<file path="src/design/rthb_pkg.sv">
// Shared types and constants for the byte-scale RGB to HSV converter.
// Used by rthb_front, rthb_cell and rgb_to_hsv_byte_top; depends on nothing.
package rthb_pkg;

    // channel and result widths
    localparam int CHAN_W   = 8;
    localparam int COLOR_W  = 3 * CHAN_W;
    localparam int QUOT_W   = 8;

    // hue numerator (at most 6*delta) and its divisor 2*delta
    localparam int NUM_W     = 11;
    localparam int HUE_DIV_W = 9;
    localparam int HUE_REM_W = 17;

    // saturation dividend 255*min and divisor max
    localparam int SAT_DIV_W = 8;
    localparam int SAT_REM_W = 16;

    // scale factors of the two quotients
    localparam int HUE_SCALE = 85;
    localparam int SAT_SCALE = 255;

    // largest hue code
    localparam logic [QUOT_W-1:0] HUE_MAX = 8'd254;

    // number of division cells: one quotient bit per cell
    localparam int NUM_CELLS = QUOT_W;

    // front stage result: extremes and sector numerator
    typedef struct packed {
        logic                 valid;
        logic [CHAN_W-1:0]    max_chan;
        logic [CHAN_W-1:0]    min_chan;
        logic [CHAN_W-1:0]    delta;
        logic [NUM_W-1:0]     num;
    } t_front;

    // data handed from one division cell to the next
    typedef struct packed {
        logic                 valid;
        logic                 hue_zero;
        logic                 sat_zero;
        logic [CHAN_W-1:0]    value;
        logic [HUE_REM_W-1:0] hue_rem;
        logic [HUE_DIV_W-1:0] hue_div;
        logic [QUOT_W-1:0]    hue_q;
        logic [SAT_REM_W-1:0] sat_rem;
        logic [SAT_DIV_W-1:0] sat_div;
        logic [QUOT_W-1:0]    sat_q;
    } t_cell_data;

endpackage

</file>
<file path="src/design/rgb_to_hsv_byte_top.sv">
// Top level of the byte-scale RGB to HSV converter: front stage, division cells, output register.
// Depends on rthb_pkg, rthb_front and rthb_cell.
//
// Usage:
//   Request channel: drive i_color_word (red 7:0, green 15:8, blue 23:16) and
//   raise start. A request is taken at every rising edge where start is high
//   and busy is low. busy is high only while reset is held; otherwise the
//   block takes one color per clock.
//   Result channel: o_valid is high for exactly one cycle with o_hue,
//   o_saturation and o_value; the receiver must take it in that cycle.
//   Path from the accepting edge to the result: one front register (max, min,
//   sector numerator), eight division cells that each settle one quotient bit
//   of both quotients, and one output register. Throughput: one result per
//   clock, set by the eight-cell chain that holds eight colors in flight.
//   Results leave in request order.
//   Reset (i_rst_n low at an edge) drops every request in flight; no state is
//   kept between colors. The receiver cannot stall, so nothing backs up.
module rgb_to_hsv_byte_top (
    input  logic                         i_clk,
    input  logic                         i_rst_n,
    input  logic                         start,
    input  logic [rthb_pkg::COLOR_W-1:0] i_color_word,
    output logic                         busy,
    output logic                         o_valid,
    output logic [rthb_pkg::CHAN_W-1:0]  o_hue,
    output logic [rthb_pkg::CHAN_W-1:0]  o_saturation,
    output logic [rthb_pkg::CHAN_W-1:0]  o_value
);

    rthb_pkg::t_front     front;
    rthb_pkg::t_cell_data chain [rthb_pkg::NUM_CELLS+1];
    rthb_pkg::t_cell_data last;

    logic                        take;
    logic [rthb_pkg::CHAN_W-1:0] hue_fmt;
    logic [rthb_pkg::CHAN_W-1:0] sat_fmt;

    logic                        r_valid;
    logic [rthb_pkg::CHAN_W-1:0] r_hue;
    logic [rthb_pkg::CHAN_W-1:0] r_saturation;
    logic [rthb_pkg::CHAN_W-1:0] r_value;
    logic                        n_valid;

    // refuse requests while reset is held
    assign busy = !i_rst_n;
    assign take = start && !busy;

    rthb_front u_front (
        .i_clk        (i_clk),
        .i_rst_n      (i_rst_n),
        .i_take       (take),
        .i_color_word (i_color_word),
        .o_front      (front)
    );

    // scale the dividends and load the first cell
    always_comb begin
        chain[0].valid    = front.valid;
        chain[0].hue_zero = (front.delta == '0);
        chain[0].sat_zero = (front.max_chan == '0);
        chain[0].value    = front.max_chan;
        chain[0].hue_rem  = rthb_pkg::HUE_REM_W'(front.num)
                            * rthb_pkg::HUE_REM_W'(rthb_pkg::HUE_SCALE);
        chain[0].hue_div  = {front.delta, 1'b0};
        chain[0].hue_q    = '0;
        chain[0].sat_rem  = rthb_pkg::SAT_REM_W'(front.min_chan)
                            * rthb_pkg::SAT_REM_W'(rthb_pkg::SAT_SCALE);
        chain[0].sat_div  = front.max_chan;
        chain[0].sat_q    = '0;
    end

    // division chain, most significant quotient bit first
    for (genvar k = 0; k < rthb_pkg::NUM_CELLS; k++) begin : g_cell
        rthb_cell #(
            .SHIFT (rthb_pkg::NUM_CELLS - 1 - k)
        ) u_cell (
            .i_clk   (i_clk),
            .i_rst_n (i_rst_n),
            .i_data  (chain[k]),
            .o_data  (chain[k+1])
        );
    end

    assign last = chain[rthb_pkg::NUM_CELLS];

    // gray gives hue zero, black gives saturation zero; clamp the hue
    always_comb begin
        if (last.hue_zero) begin
            hue_fmt = '0;
        end else if (last.hue_q > rthb_pkg::HUE_MAX) begin
            hue_fmt = rthb_pkg::HUE_MAX;
        end else begin
            hue_fmt = last.hue_q;
        end
        if (last.sat_zero) begin
            sat_fmt = '0;
        end else begin
            sat_fmt = rthb_pkg::CHAN_W'(rthb_pkg::SAT_SCALE) - last.sat_q;
        end
    end

    assign n_valid = last.valid;

    // hold the result for its single strobe cycle
    always_ff @(posedge i_clk) begin
        if (!i_rst_n) begin
            r_valid <= 1'b0;
        end else begin
            r_valid <= n_valid;
        end
        r_hue        <= hue_fmt;
        r_saturation <= sat_fmt;
        r_value      <= last.value;
    end

    assign o_valid      = r_valid;
    assign o_hue        = r_hue;
    assign o_saturation = r_saturation;
    assign o_value      = r_value;

endmodule

</file>
<file path="src/design/rthb_front.sv">
// Front stage: splits the color, finds max and min, and forms the sector numerator.
// Depends on rthb_pkg (t_front, widths).
module rthb_front (
    input  logic                         i_clk,
    input  logic                         i_rst_n,
    input  logic                         i_take,
    input  logic [rthb_pkg::COLOR_W-1:0] i_color_word,
    output rthb_pkg::t_front             o_front
);

    logic [rthb_pkg::CHAN_W-1:0] red;
    logic [rthb_pkg::CHAN_W-1:0] green;
    logic [rthb_pkg::CHAN_W-1:0] blue;
    logic                        red_is_max;
    logic                        green_is_max;
    logic [rthb_pkg::CHAN_W-1:0] max_chan;
    logic [rthb_pkg::CHAN_W-1:0] min_chan;
    logic [rthb_pkg::CHAN_W-1:0] delta;
    logic [rthb_pkg::NUM_W-1:0]  delta_w;
    logic [rthb_pkg::NUM_W-1:0]  num;

    rthb_pkg::t_front r_front;
    rthb_pkg::t_front n_front;

    // split the packed color
    assign red   = i_color_word[rthb_pkg::CHAN_W-1:0];
    assign green = i_color_word[2*rthb_pkg::CHAN_W-1:rthb_pkg::CHAN_W];
    assign blue  = i_color_word[3*rthb_pkg::CHAN_W-1:2*rthb_pkg::CHAN_W];

    // pick the maximum channel: red wins ties, then green
    assign red_is_max   = (red >= green) && (red >= blue);
    assign green_is_max = !red_is_max && (green >= blue);

    always_comb begin
        priority if (red_is_max) begin
            max_chan = red;
        end else if (green_is_max) begin
            max_chan = green;
        end else begin
            max_chan = blue;
        end
    end

    always_comb begin
        min_chan = red;
        if (green < min_chan) begin
            min_chan = green;
        end
        if (blue < min_chan) begin
            min_chan = blue;
        end
    end

    assign delta   = max_chan - min_chan;
    assign delta_w = rthb_pkg::NUM_W'(delta);

    // sector numerator over delta; intermediate wrap cancels, result is non-negative
    always_comb begin
        priority if (red_is_max) begin
            if (green >= blue) begin
                num = rthb_pkg::NUM_W'(green - blue);
            end else begin
                num = (delta_w << 2) + (delta_w << 1)
                      - rthb_pkg::NUM_W'(blue - green);
            end
        end else if (green_is_max) begin
            num = (delta_w << 1) + rthb_pkg::NUM_W'(blue)
                  - rthb_pkg::NUM_W'(red);
        end else begin
            num = (delta_w << 2) + rthb_pkg::NUM_W'(red)
                  - rthb_pkg::NUM_W'(green);
        end
    end

    always_comb begin
        n_front          = r_front;
        n_front.valid    = i_take;
        n_front.max_chan = max_chan;
        n_front.min_chan = min_chan;
        n_front.delta    = delta;
        n_front.num      = num;
    end

    // advance the request into the first register
    always_ff @(posedge i_clk) begin
        if (!i_rst_n) begin
            r_front.valid <= 1'b0;
        end else begin
            r_front.valid <= n_front.valid;
        end
        r_front.max_chan <= n_front.max_chan;
        r_front.min_chan <= n_front.min_chan;
        r_front.delta    <= n_front.delta;
        r_front.num      <= n_front.num;
    end

    assign o_front = r_front;

endmodule

</file>
<file path="src/design/rthb_cell.sv">
// One division cell: a restoring step for the hue and the saturation quotients.
// Depends on rthb_pkg (t_cell_data, widths).
module rthb_cell #(
    parameter int SHIFT = 0
) (
    input  logic                 i_clk,
    input  logic                 i_rst_n,
    input  rthb_pkg::t_cell_data i_data,
    output rthb_pkg::t_cell_data o_data
);

    logic [rthb_pkg::HUE_REM_W-1:0] hue_trial;
    logic [rthb_pkg::SAT_REM_W-1:0] sat_trial;
    logic                           hue_fits;
    logic                           sat_fits;

    rthb_pkg::t_cell_data r_data;
    rthb_pkg::t_cell_data n_data;

    // divisor aligned to this cell's quotient bit
    assign hue_trial = rthb_pkg::HUE_REM_W'(i_data.hue_div) << SHIFT;
    assign sat_trial = rthb_pkg::SAT_REM_W'(i_data.sat_div) << SHIFT;
    assign hue_fits  = i_data.hue_rem >= hue_trial;
    assign sat_fits  = i_data.sat_rem >= sat_trial;

    // subtract where the divisor fits and shift in the quotient bit
    always_comb begin
        n_data       = i_data;
        n_data.hue_q = {i_data.hue_q[rthb_pkg::QUOT_W-2:0], hue_fits};
        n_data.sat_q = {i_data.sat_q[rthb_pkg::QUOT_W-2:0], sat_fits};
        if (hue_fits) begin
            n_data.hue_rem = i_data.hue_rem - hue_trial;
        end
        if (sat_fits) begin
            n_data.sat_rem = i_data.sat_rem - sat_trial;
        end
    end

    // hand the request to the next cell
    always_ff @(posedge i_clk) begin
        if (!i_rst_n) begin
            r_data.valid <= 1'b0;
        end else begin
            r_data.valid <= n_data.valid;
        end
        r_data.hue_zero <= n_data.hue_zero;
        r_data.sat_zero <= n_data.sat_zero;
        r_data.value    <= n_data.value;
        r_data.hue_rem  <= n_data.hue_rem;
        r_data.hue_div  <= n_data.hue_div;
        r_data.hue_q    <= n_data.hue_q;
        r_data.sat_rem  <= n_data.sat_rem;
        r_data.sat_div  <= n_data.sat_div;
        r_data.sat_q    <= n_data.sat_q;
    end

    assign o_data = r_data;

endmodule
</file>
<file path="config.mk">
export PLATFORM = sky130hd
export DESIGN_NAME = rgb_to_hsv_byte_top
export DESIGN_NICKNAME = d
export VERILOG_FILES = /design/src/design/rthb_pkg.sv /design/src/design/rgb_to_hsv_byte_top.sv /design/src/design/rthb_front.sv /design/src/design/rthb_cell.sv
export SDC_FILE = /design/constraint.sdc
export NUM_CORES = 1
export LEC_CHECK = 0
export BUFFER_PORTS_ARGS = -buffer_cell sky130_fd_sc_hd__buf_4
export CAP_MARGIN = 20
export CORE_MARGIN = 1.5
export CORE_UTILIZATION = 40
export DETAILED_ROUTE_END_ITERATION = 6
export PLACE_DENSITY = 0.52
export SYNTH_ARGS = -nofsm -noshare
export SYNTH_HDL_FRONTEND = slang
export SYNTH_HIERARCHICAL = 1
export SYNTH_SLANG_ARGS = --single-unit
</file>
<file path="constraint.sdc">
create_clock -name i_clk -period 14.7 [get_ports i_clk]
set_input_delay 3.675 -clock i_clk [delete_from_list [all_inputs] [get_ports i_clk]]
set_output_delay 3.675 -clock i_clk [all_outputs]
set_load 0.01 [all_outputs]
</file>
# Yosys cells after proc, flatten, opt, wreduce, memory -nomap -nowiden
# Index checks and enable logic that the tools add are counted.
word_totals:
  reg_bits: 508
  inputBits: 27
  out_inout_bits: 26
  word_cells: 157
op_classes:
  addsub: 24
  multipliers: 2
  magnitude_cmp: 22
  n_mux: 22
  reduce_logical: 8
ops:
  columns: ["op", "count"]
  rows:
  - ["2-to-1 mux 17 bit", 7]
  - ["2-to-1 mux 16 bit", 7]
  - ["2-to-1 mux 8 bit", 5]
  - ["2-to-1 mux 11 bit", 3]
  - ["greater-or-equal comparator 8 bit", 3]
  - ["subtractor 11 x 8 -> 11 bit", 2]
  - ["subtractor 8 x 8 -> 9 bit", 2]
  - ["greater-or-equal comparator 17 x 10 -> 1 bit", 1]
  - ["greater-or-equal comparator 17 x 11 -> 1 bit", 1]
  - ["greater-or-equal comparator 17 x 12 -> 1 bit", 1]
  - ["greater-or-equal comparator 17 x 13 -> 1 bit", 1]
  - ["greater-or-equal comparator 17 x 14 -> 1 bit", 1]
  - ["greater-or-equal comparator 17 x 15 -> 1 bit", 1]
  - ["greater-or-equal comparator 17 x 16 -> 1 bit", 1]
  - ["greater-or-equal comparator 17 x 9 -> 1 bit", 1]
  - ["multiplier 11 x 7 -> 17 bit, second input constant", 1]
  - ["subtractor 17 x 10 -> 17 bit", 1]
  - ["subtractor 17 x 11 -> 17 bit", 1]
  - ["subtractor 17 x 12 -> 17 bit", 1]
  - ["subtractor 17 x 13 -> 17 bit", 1]
  - ["subtractor 17 x 14 -> 17 bit", 1]
  - ["subtractor 17 x 15 -> 17 bit", 1]
  - ["subtractor 17 x 16 -> 17 bit", 1]
  - ["greater-or-equal comparator 16 x 10 -> 1 bit", 1]
  - ["27 further kinds", 32]

# Logic depth before layout (Yosys ltp)
# Gate-level depths: netlist of run 1.
logic_depth:
  ltp_word: 11
  mapped_depth: 37
  depth_no_buf: 36

# Hierarchy
# The synthesis of run 1 kept the hierarchy.
modules_own_cells:
  columns: ["module", "n_inst", "cells_each", "area_each_um2", "seq_area_each_um2"]
  rows:
  - ["rthb_front", 1, 548, 4659.5, 720.7]
  - ["rgb_to_hsv_byte_top", 1, 414, 3757.4, 500.5]
  - ["rthb_cell at g_cell[7].u_cell", 1, 280, 2939.1, 1541.5]
  - ["rthb_cell at g_cell[6].u_cell", 1, 268, 2864.0, 1541.5]
  - ["rthb_cell at g_cell[1].u_cell", 1, 266, 2852.7, 1541.5]
  - ["rthb_cell at g_cell[5].u_cell", 1, 273, 2852.7, 1541.5]
  - ["rthb_cell at g_cell[3].u_cell", 1, 256, 2842.7, 1541.5]
  - ["rthb_cell at g_cell[4].u_cell", 1, 262, 2834.0, 1541.5]
  - ["rthb_cell at g_cell[2].u_cell", 1, 248, 2726.4, 1541.5]
  - ["rthb_cell at g_cell[0].u_cell", 1, 231, 2682.6, 1541.5]

# Worst setup path before layout of run 1
# Ideal clock, no wire load.
synth_path:
  kind: "in2reg"
  startpoint: "in i_color_word[1] in the netlist's numbering"
  endpoint: "reg u_front.r_front, in the netlist u_front/o_front[9]"
  setup_time_ns: 0.118
  arrival_time_ns: 10.142
  required_time_ns: 14.582
  slack_ns: 4.441
  path_stages: 30
  path_buffers: 1
  path_cell_list: "inv_1 > ha_1 > nor2b_1 > o2111ai_4 > nand3_4 > clkbuf_1 > nor2_1 > a21oi_1 > ha_1 > a21o_1 > a21o_1 > a21oi_2 > and3_1 > a22oi_4 > nand2_4 > mux2_2 > ha_1 > nor2b_1 > a31oi_1 > nand3_1 > maj3_2 > a21o_1 > xor2_1 > fa_1 > ha_1 > nor2b_1 > or3_1 > mux2i_1 > mux2_2 > o2111a_1"
synth_between:
  elab_chain_cells: 11
  word_cells_on_any_way: 21
  classes_between: "7 x add/sub; 4 x order compare; 7 x mux; 3 x reduce/logical"
synth_rtl:
  columns: ["element", "line_no", "source"]
  rows:
  - ["from (decl)", "rgb_to_hsv_byte_top.sv:22", "input logic [rthb_pkg::COLOR_W-1:0] i_color_word,"]
  - ["parallel branches: the longest is 10 deep, another holds adder 10 x 8 -> 11 bit", null, null]
  - ["2-to-1 mux 11 bit *", "rthb_front.sv:59", "priority if (red_is_max) begin"]
  - ["named net u_front.num, one bit", "rthb_front.sv:20", "logic [rthb_pkg::NUM_W-1:0] num;"]
  - ["to (decl)", "rthb_front.sv:22", "rthb_pkg::t_front r_front;"]
# Mark *: on every way through the listed nets, which the timed path passes.
# A chain may end at the register's enable or synchronous reset.

# Worst setup path in the final report of run 1
layout_path:
  startpoint: "in i_color_word[7] in the netlist's numbering"
  endpoint: "reg u_front.r_front, in the netlist u_front/o_front[9]"
# Same word-level chain as after synthesis.

==> impl_metrics.tcl, run 1 <==
set metrics [dict create \
    first_pass_iters 5 \
    hold_path.class "register to register" \
    syn_area_um2 28000 \
    grt_max_degree 29 \
    numCtsBuffers 60 \
    totalWireLength_um 60300 \
    rsz0062_at_grt "no" \
    layout.nets 3293 \
    hold_buffers 0 \
    cts_tree "built" \
    ctsResizeCount 0 \
    ant_nets 0 \
    initial_core_util_pct 40.7 \
    globalplace.congestion 0.937 \
    synthCells 2814 \
    slowest_stage "fa_1" \
    maxSlewHeadroom_pct 34.1 \
    drc 0 \
    portBuffers 52 \
    slew_viol_final 0 \
    clock_sinks 571 \
    cap_violations 0 \
    post-place-ws_ps 3740 \
    vias 19200 \
    ys_warn_count 6 \
    placed_cell_area_um2 29400 \
    crit_arrival_ps 10900 \
    fillers 6539 \
    antenna_found_initial 0 \
    clkLatencyLatePin_ps 610 \
    crit_path_max_fanout 16 \
    cp_data_required_time_ps 15210 \
    wire_per_inst_um 15.6 \
    cts-root-buf "clkbuf_16" \
    die_w_um 268 \
    antenna_cells 0 \
    overflow 0 \
    syn_avg_cell_area_um2 9.97 \
    endpoint_kind "register" \
    path_class "input pin to register" \
    core_area_um2 68900 \
    grt_pass1_wl_um 98800 \
    die_h_um 268 \
    start_kind "input pin" \
    synthToLayoutAreaGrowth_pct 12.4 \
    h-tree-depth 2 \
    finalHoldViolCount 0 \
    fin_tns_setup_ps 0 \
    tightest_slew_ps 983 \
    skew_ps 24.4 \
    die_area_um2 71700 \
    final_cell_area_um2 31500 \
    grtUsageTotal_pct 16.9 \
    period_share_pct 70.7 \
    crit_path_max_incr_delay_ps 520 \
    drt_iter0_drc 740 \
    dp_hpwl_um 48100 \
    drive_gt1_share_pct 9.67 \
    viasPerCell 4.98 \
    ios 53 \
    clk_pin_slew_worst_paths_ps 60 \
    setup_viol 0 \
    rows 96 \
    grt_pass1_vias 19400 \
    critPathMostFrequentCell "ha_1" \
    postCtsSetupRepairBufs 0 \
    fin_crit_ps 10400 \
    final_core_util_pct 45.7 \
    status "completed" \
    setup_ws_ps 4300 \
    fmax_mhz 96.2 \
    cts_buffer_depth 3 \
]
-- placed cells by master (no fill, tap or decap), types with 28 or more instances in the layout --
master,count
nor2b_1,43
nand2b_1,32
a21oi_1,163
dfxtp_1,571
inv_1,347
xor2_1,53
nand3_1,37
nand2_1,119
a21o_1,59
o21a_1,28
buf_4,56
clkbuf_16,60
xnor2_1,101
nor2_1,184
a211oi_1,30
ha_1,296
nor3_1,45
o21ai_0,97
fa_1,80
-- cell type report --
class / instances / area [um^2] / area share, %
clock buffers: 84 / 1740 / 5.53
clock inverters: 25 / 347 / 1.10
inverters: 351 / 1320 / 4.18
multi-input cells: 1849 / 15100 / 47.8
flip-flops and latches: 571 / 11400 / 36.3
well taps: 931 / 1160 / 3.70
repair buffers: 57 / 432 / 1.37
-- state kept, by name (all words and copies together), names as in the netlist --
signal,count
g_cell.u_cell/o_data,510
o_hue,8
o_value,8
o_valid,1
u_front/o_front,36
o_saturation,8
-- worst max-delay path, delay by kind of cell --
kind	cells	cell delay [ps]
muxes	3	880
AOI/OAI and AO/OA	9	1780
buffers and inverters	2	300
and+or+nand+nor	8	1620
xor gates and xnor gates	1	440
adders and majority gates	6	2190
-- metrics by stage --
| step | hold slack (ps) | std cells |
|---|---|---|
| floorplan | 310 | 2815 |
| global placement | 310 | 3758 |
| detailed placement | 312 | 3758 |
| CTS | 322 | 3867 |
| global route | 324 | 3868 |
| finish | 321 | 3868 |
-- worst paths after layout --
kind / slack [ps] / to / from / cells past startpoint
worst min-delay path: 320 / g_cell[7].u_cell/o_data[34] / g_cell[6].u_cell/o_data[33] / 0
worst max-delay path: 4300 / u_front/o_front[9] / i_color_word[7] / 29
worst min register to register: 320 / g_cell[7].u_cell/o_data[34] / g_cell[6].u_cell/o_data[33] / 0
worst max register to register: 8840 / g_cell[0].u_cell/o_data[30] / u_front/o_front[25] / 17
-- layer usage --
layer	vias to the layer above	global-route usage [%]	part of all wire, %
li1	9810	-	-
met1	9051	22.1	47
met2	313	29.3	48
met3	74	2.34	3.3
met4	0	4.12	1.7
met5	-	0	0
Power of run 1 is left out: the tool's default activity adds up to more than one toggle a clock period on the data nets, which glitch-free logic cannot reach.
==> run 2: changes to the inputs <==
ABC_AREA = 1   (was not set)
clock period = 9.6 ns   (was 14.7 ns; I/O delays follow)
==> run 2 against run 1 <==
Hold slack worse by 21 ps. First-iteration DRC count is 45% higher. Die area is 13% higher. Critical endpoint is now u_front/o_front[10]. Clock skew is 1.4 ps higher. Largest cell class unchanged.
==> impl_metrics.tcl, run 2 <==
set metrics [dict create \
    status "completed" \
    cts-root-buf "clkbuf_16" \
    ys_warn_count 6 \
    cp.depth 41 \
    die_w_um 285 \
    fillers 8092 \
    critPathMostFrequentCell "nor2_1" \
    setup_viol 0 \
    grt_pass1_wl_um 119000 \
    numCtsBuffers 61 \
    rsz0062_at_grt "no" \
    ctsResizeCount 0 \
    hold_path.class "register to register" \
    vias 24400 \
    slew_viol_final 0 \
    cts_tree "built" \
    clkLatencyLatePin_ps 640 \
    crit_arrival_ps 8820 \
    antenna_cells 0 \
    mostFrequentLayoutCells "nand2_1, inv_1, dfxtp_1" \
    synthToLayoutAreaGrowth_pct 11.2 \
    fmax_mhz 121 \
    finalHoldViolCount 0 \
    ios 53 \
    hold-path-cell-count 0 \
    fin_tns_setup_ps 0 \
    grt_max_degree 37 \
    cp_data_required_time_ps 10150 \
    h-tree-depth 2 \
    ant_nets 0 \
    core_area_um2 78900 \
    antenna_found_initial 0 \
    viasPerCell 4.51 \
    layout.nets 4708 \
    grtUsageTotal_pct 17.7 \
    first_pass_iters 5 \
    crit_path_max_incr_delay_ps 620 \
    cap_violations 0 \
    die_area_um2 81300 \
    portBuffers 52 \
    reg2reg_depth 22 \
    postCtsSetupRepairBufs 0 \
    fin_crit_ps 8270 \
    die_h_um 285 \
    drc 0 \
    synthCells 4221 \
    crit_path_max_fanout 16 \
    syn_avg_cell_area_um2 7.54 \
    overflow 0 \
    path_class "input pin to register" \
    clock_sinks 571 \
    drive_gt1_share_pct 10.2 \
    rows 103 \
    endpoint_kind "register" \
    dp_hpwl_um 57900 \
    wire_per_inst_um 13.1 \
    hold_buffers 0 \
    drt_iter0_drc 1073 \
    slowest_stage "xor2_1" \
    skew_ps 25.8 \
    tightest_slew_ps 778 \
    rrSetupSlack_ps 4280 \
    syn_area_um2 31800 \
    cp_top_family "adder cells" \
    cp_num_buf_inv 7 \
    largest_reg_flops 510 \
    final_common_cell "nand2_1" \
    initial_core_util_pct 40.3 \
    start_kind "input pin" \
    globalplace.congestion 0.874 \
    maxSlewHeadroom_pct 47.6 \
    totalWireLength_um 70900 \
    clk_pin_slew_worst_paths_ps 60 \
    cts_buffer_depth 3 \
    period_share_pct 86.1 \
    grt_pass1_vias 24200 \
]
run 2: through the flow:
stage / cells / instance area, um^2 / util (%) / worst slack, ps / hold WS [ps]
after CTS: 5406 / 35400 / 44.9 / 1390 / 290
final: 5406 / 35400 / 44.9 / 1330 / 300
after global placement: 5292 / 33200 / 42.2 / 831 / 310
after global routing: 5406 / 35400 / 44.9 / 638 / 312
after detailed placement: 5292 / 33200 / 42.2 / 762 / 312
after floorplan: 4222 / 31800 / - / 1750 / 310
run 2: cell type report:
class                   instances  area (um^2)  share of cell area [%]
flip-flops and latches        571        11400                    32.3
clock buffers                  80         1690                    4.77
well taps                    1050         1310                    3.71
multi-input cells            2783        17000                    47.9
inverters                     834         3130                    8.85
clock inverters                34          465                    1.31
repair buffers                 54          405                    1.15
run 2: layer usage:
metal / vias to the layer above / track usage, % / share of wire, %
met5: - / 0 / 0
met4: 0 / 5.41 / 2.7
met3: 116 / 2.16 / 2.9
met2: 342 / 31.6 / 48
met1: 10800 / 22.3 / 46
li1: 13100 / - / -
run 2: worst register-to-register path, cell delays in order, from the launching register on:
cell and delay, ps:
dfxtp_1 420, fa_1 660, inv_1 80, fa_1 500
fa_1 510, fa_1 540, inv_1 40, ha_1 340
nand2_1 130, inv_1 90, nand2_1 70, nor2_1 100
nor2_1 50, xnor2_1 270, ha_1 350, nand2_1 140
inv_1 50, nand2_1 90, nand2_1 100, a21oi_4 320
nand2_4 160, nand2_1 100, nand2_1 80
run 2: path summary, 6_finish.rpt:
path,start,end
worst min-delay path,g_cell[4].u_cell/o_data[35],g_cell[5].u_cell/o_data[36]
worst max-delay path,i_color_word[1],u_front/o_front[10]
worst min register to register,g_cell[4].u_cell/o_data[35],g_cell[5].u_cell/o_data[36]
worst max register to register,u_front/o_front[19],g_cell[0].u_cell/o_data[30]
Power of run 2 is left out for the same reason.
==> run 3: changes to the inputs <==
--- a/config.mk
+++ b/config.mk
@@ -11,8 +11,8 @@
 export CORE_MARGIN = 1.5
 export CORE_UTILIZATION = 40
+export CTS_CLUSTER_SIZE = 20
 export DETAILED_ROUTE_END_ITERATION = 6
 export PLACE_DENSITY = 0.52
 export SYNTH_ARGS = -nofsm -noshare
 export SYNTH_HDL_FRONTEND = slang
-export SYNTH_HIERARCHICAL = 1
 export SYNTH_SLANG_ARGS = --single-unit
==> constraint.sdc (replaced) <==
create_clock -name i_clk -period 9.6 [get_ports i_clk]
set_input_delay 2.4 -clock i_clk [delete_from_list [all_inputs] [get_ports i_clk]]
set_output_delay 2.4 -clock i_clk [all_outputs]
set_load 0.02 [all_outputs]
==> run 3 against run 2 <==
Critical path depth down 7. Register-to-register slack worse by 1000 ps. Critical path type unchanged. Sequential share of layout area up 4.0 points. Design area down 21%. Clock-buffer cell count down 11. Non-clock buffer count up 4. Sequential cell count down 63.
==> impl_metrics.tcl, run 3 <==
set metrics [dict create \
    status "completed" \
    clkLatencyLatePin_ps 590 \
    postCtsSetupRepairBufs 0 \
    crit_path_max_fanout 16 \
    synthCells 2780 \
    h-tree-depth 2 \
    ys_seq_elements 508 \
    totalWireLength_um 52000 \
    synthArstFlopShare_pct 0 \
    setup_viol 0 \
    portBuffers 52 \
    crit_arrival_ps 8930 \
    cp_data_required_time_ps 10080 \
    hold_buffers 0 \
    cts_buffer_depth 3 \
    cap_violations 0 \
    synth_cell_types 68 \
    stdcell_count 3694 \
    hold-path-cell-count 0 \
    clk_pin_slew_worst_paths_ps 60 \
    synth_area_leaders "dfxtp_1, ha_1, inv_1" \
    finalHoldViolCount 0 \
    seq_area_frac_synth_pct 41.0 \
    cts_tree "built" \
    cts-root-buf "clkbuf_16" \
    cp-startpoint "i_color_word[7]" \
    final_cell_area_um2 28100 \
    maxSlewHeadroom_pct 34.4 \
    drc 0 \
    crit_path_max_incr_delay_ps 460 \
    synthToLayoutAreaGrowth_pct 13.0 \
    hold_path.class "register to register" \
    fmax_mhz 118 \
    rrSetupSlack_ps 3240 \
    die_w_um 252 \
    die_h_um 252 \
    ctsResizeCount 0 \
    grt_pass1_wl_um 86100 \
    first_pass_iters 5 \
    fillers 5889 \
    clock_sinks 508 \
    vias 17400 \
    placed_cell_area_um2 26100 \
    layout.nets 3252 \
    final_common_cell "dfxtp_1" \
    fin_crit_ps 8450 \
    synth_flop_cell "dfxtp_1" \
    rsz0062_at_grt "no" \
    slew_viol_final 0 \
    post-place-cells 3596 \
    ant_nets 0 \
    largest_reg_flops 447 \
    r2r-end "g_cell[0].u_cell.o_data[31]" \
    grt_pass1_vias 17700 \
    syn_area_um2 24800 \
    core_area_um2 61500 \
    start_kind "input pin" \
    wire_per_inst_um 14.1 \
    path_class "input pin to register" \
    mostFrequentLayoutCells "dfxtp_1, inv_1, nand2_1" \
    skew_ps 13.4 \
    globalplace.congestion 0.902 \
    slowest_stage "o31ai_1" \
    synth_edf_count 0 \
    overflow 0 \
    syn_avg_cell_area_um2 8.93 \
    grtUsageTotal_pct 16.7 \
    ios 53 \
    numCtsBuffers 52 \
    ys_warn_count 0 \
    reg2reg_depth 28 \
    endpoint_kind "register" \
    holdPathEnd "g_cell[3].u_cell.o_data[33]" \
    initial_core_util_pct 40.4 \
    synthTopCellsByCount "dfxtp_1, inv_1, nand2_1" \
    tightest_slew_ps 980 \
    rows 91 \
    r2r-start "u_front.o_front[19]" \
    antenna_found_initial 1 \
    fin_tns_setup_ps 0 \
    synth_top_area_share_pct 41.0 \
    drive_gt1_share_pct 7.75 \
    min_from "g_cell[2].u_cell.o_data[32]" \
    yosysTopAreaCell "dfxtp_1" \
    viasPerCell 4.71 \
    drt_iter0_drc 756 \
    synth_nets 3172 \
    synth_most_common_cell "dfxtp_1" \
    dp_hpwl_um 42100 \
    die_area_um2 63600 \
    critPathMostFrequentCell "inv_1" \
    grt_max_degree 29 \
    period_share_pct 88.0 \
]
run 3: kinds of logic (layout without fill, tap and decap cells):
logic type                 Yosys count  count (layout)  share of synthesized area, %
buffers and inverters              539             662                          8.30
DFF                                508             508                          41.0
and+or+nand+nor                    750             750                          13.3
muxes                                2               2                        0.0907
other                                0               1                             0
xor gates and xnor gates           176             176                          6.38
adders and majority gates          365             365                          20.7
AOI/OAI and AO/OA                  440             440                          10.2
run 3: how the worst max path moves through the flow:
stage	end	cells after the start
2_1_floorplan	u_front.o_front[10]	36
4_1_cts	u_front.o_front[9]	34
3_5_place_dp	u_front.o_front[9]	34
6_report	u_front.o_front[9]	34
3_3_place_gp	u_front.o_front[10]	41
5_1_grt	u_front.o_front[10]	41
run 3: worst max-delay path: cells and delay by family:
family                     cells  cell delay, ps
AOI/OAI and AO/OA              7            2080
buffers and inverters          7             920
adders and majority gates      5            1610
and+or+nand+nor               13            1350
xor gates and xnor gates       2             570
run 3: per-layer routing:
| layer | vias to the layer above | GRT usage, % | share of wire [%] |
|---|---|---|---|
| met2 | 273 | 29.7 | 48 |
| met1 | 7887 | 19.7 | 44 |
| met3 | 124 | 2.73 | 3.7 |
| met5 | - | 0 | 0 |
| li1 | 9121 | - | - |
| met4 | 0 | 7.39 | 4.1 |
run 3: final cells by class:
type	count	area (um^2)	area share [%]
clock buffer	69	1520	5.41
clock inverter	28	435	1.55
tap	790	988	3.52
timing repair buffer	58	435	1.55
antenna	1	2.50	0.00892
inverter	507	1910	6.80
multi-input combinational	1733	12600	44.9
sequential	508	10200	36.3
run 3: through the flow:
step	hold WS (ps)	util, %	setup slack (ps)
global placement	310	42.4	790
detailed placement	312	42.4	593
floorplan	310	-	1630
CTS	319	45.6	1210
global route	321	45.6	559
finish	319	45.6	1150
Power of run 3 is left out for the same reason.
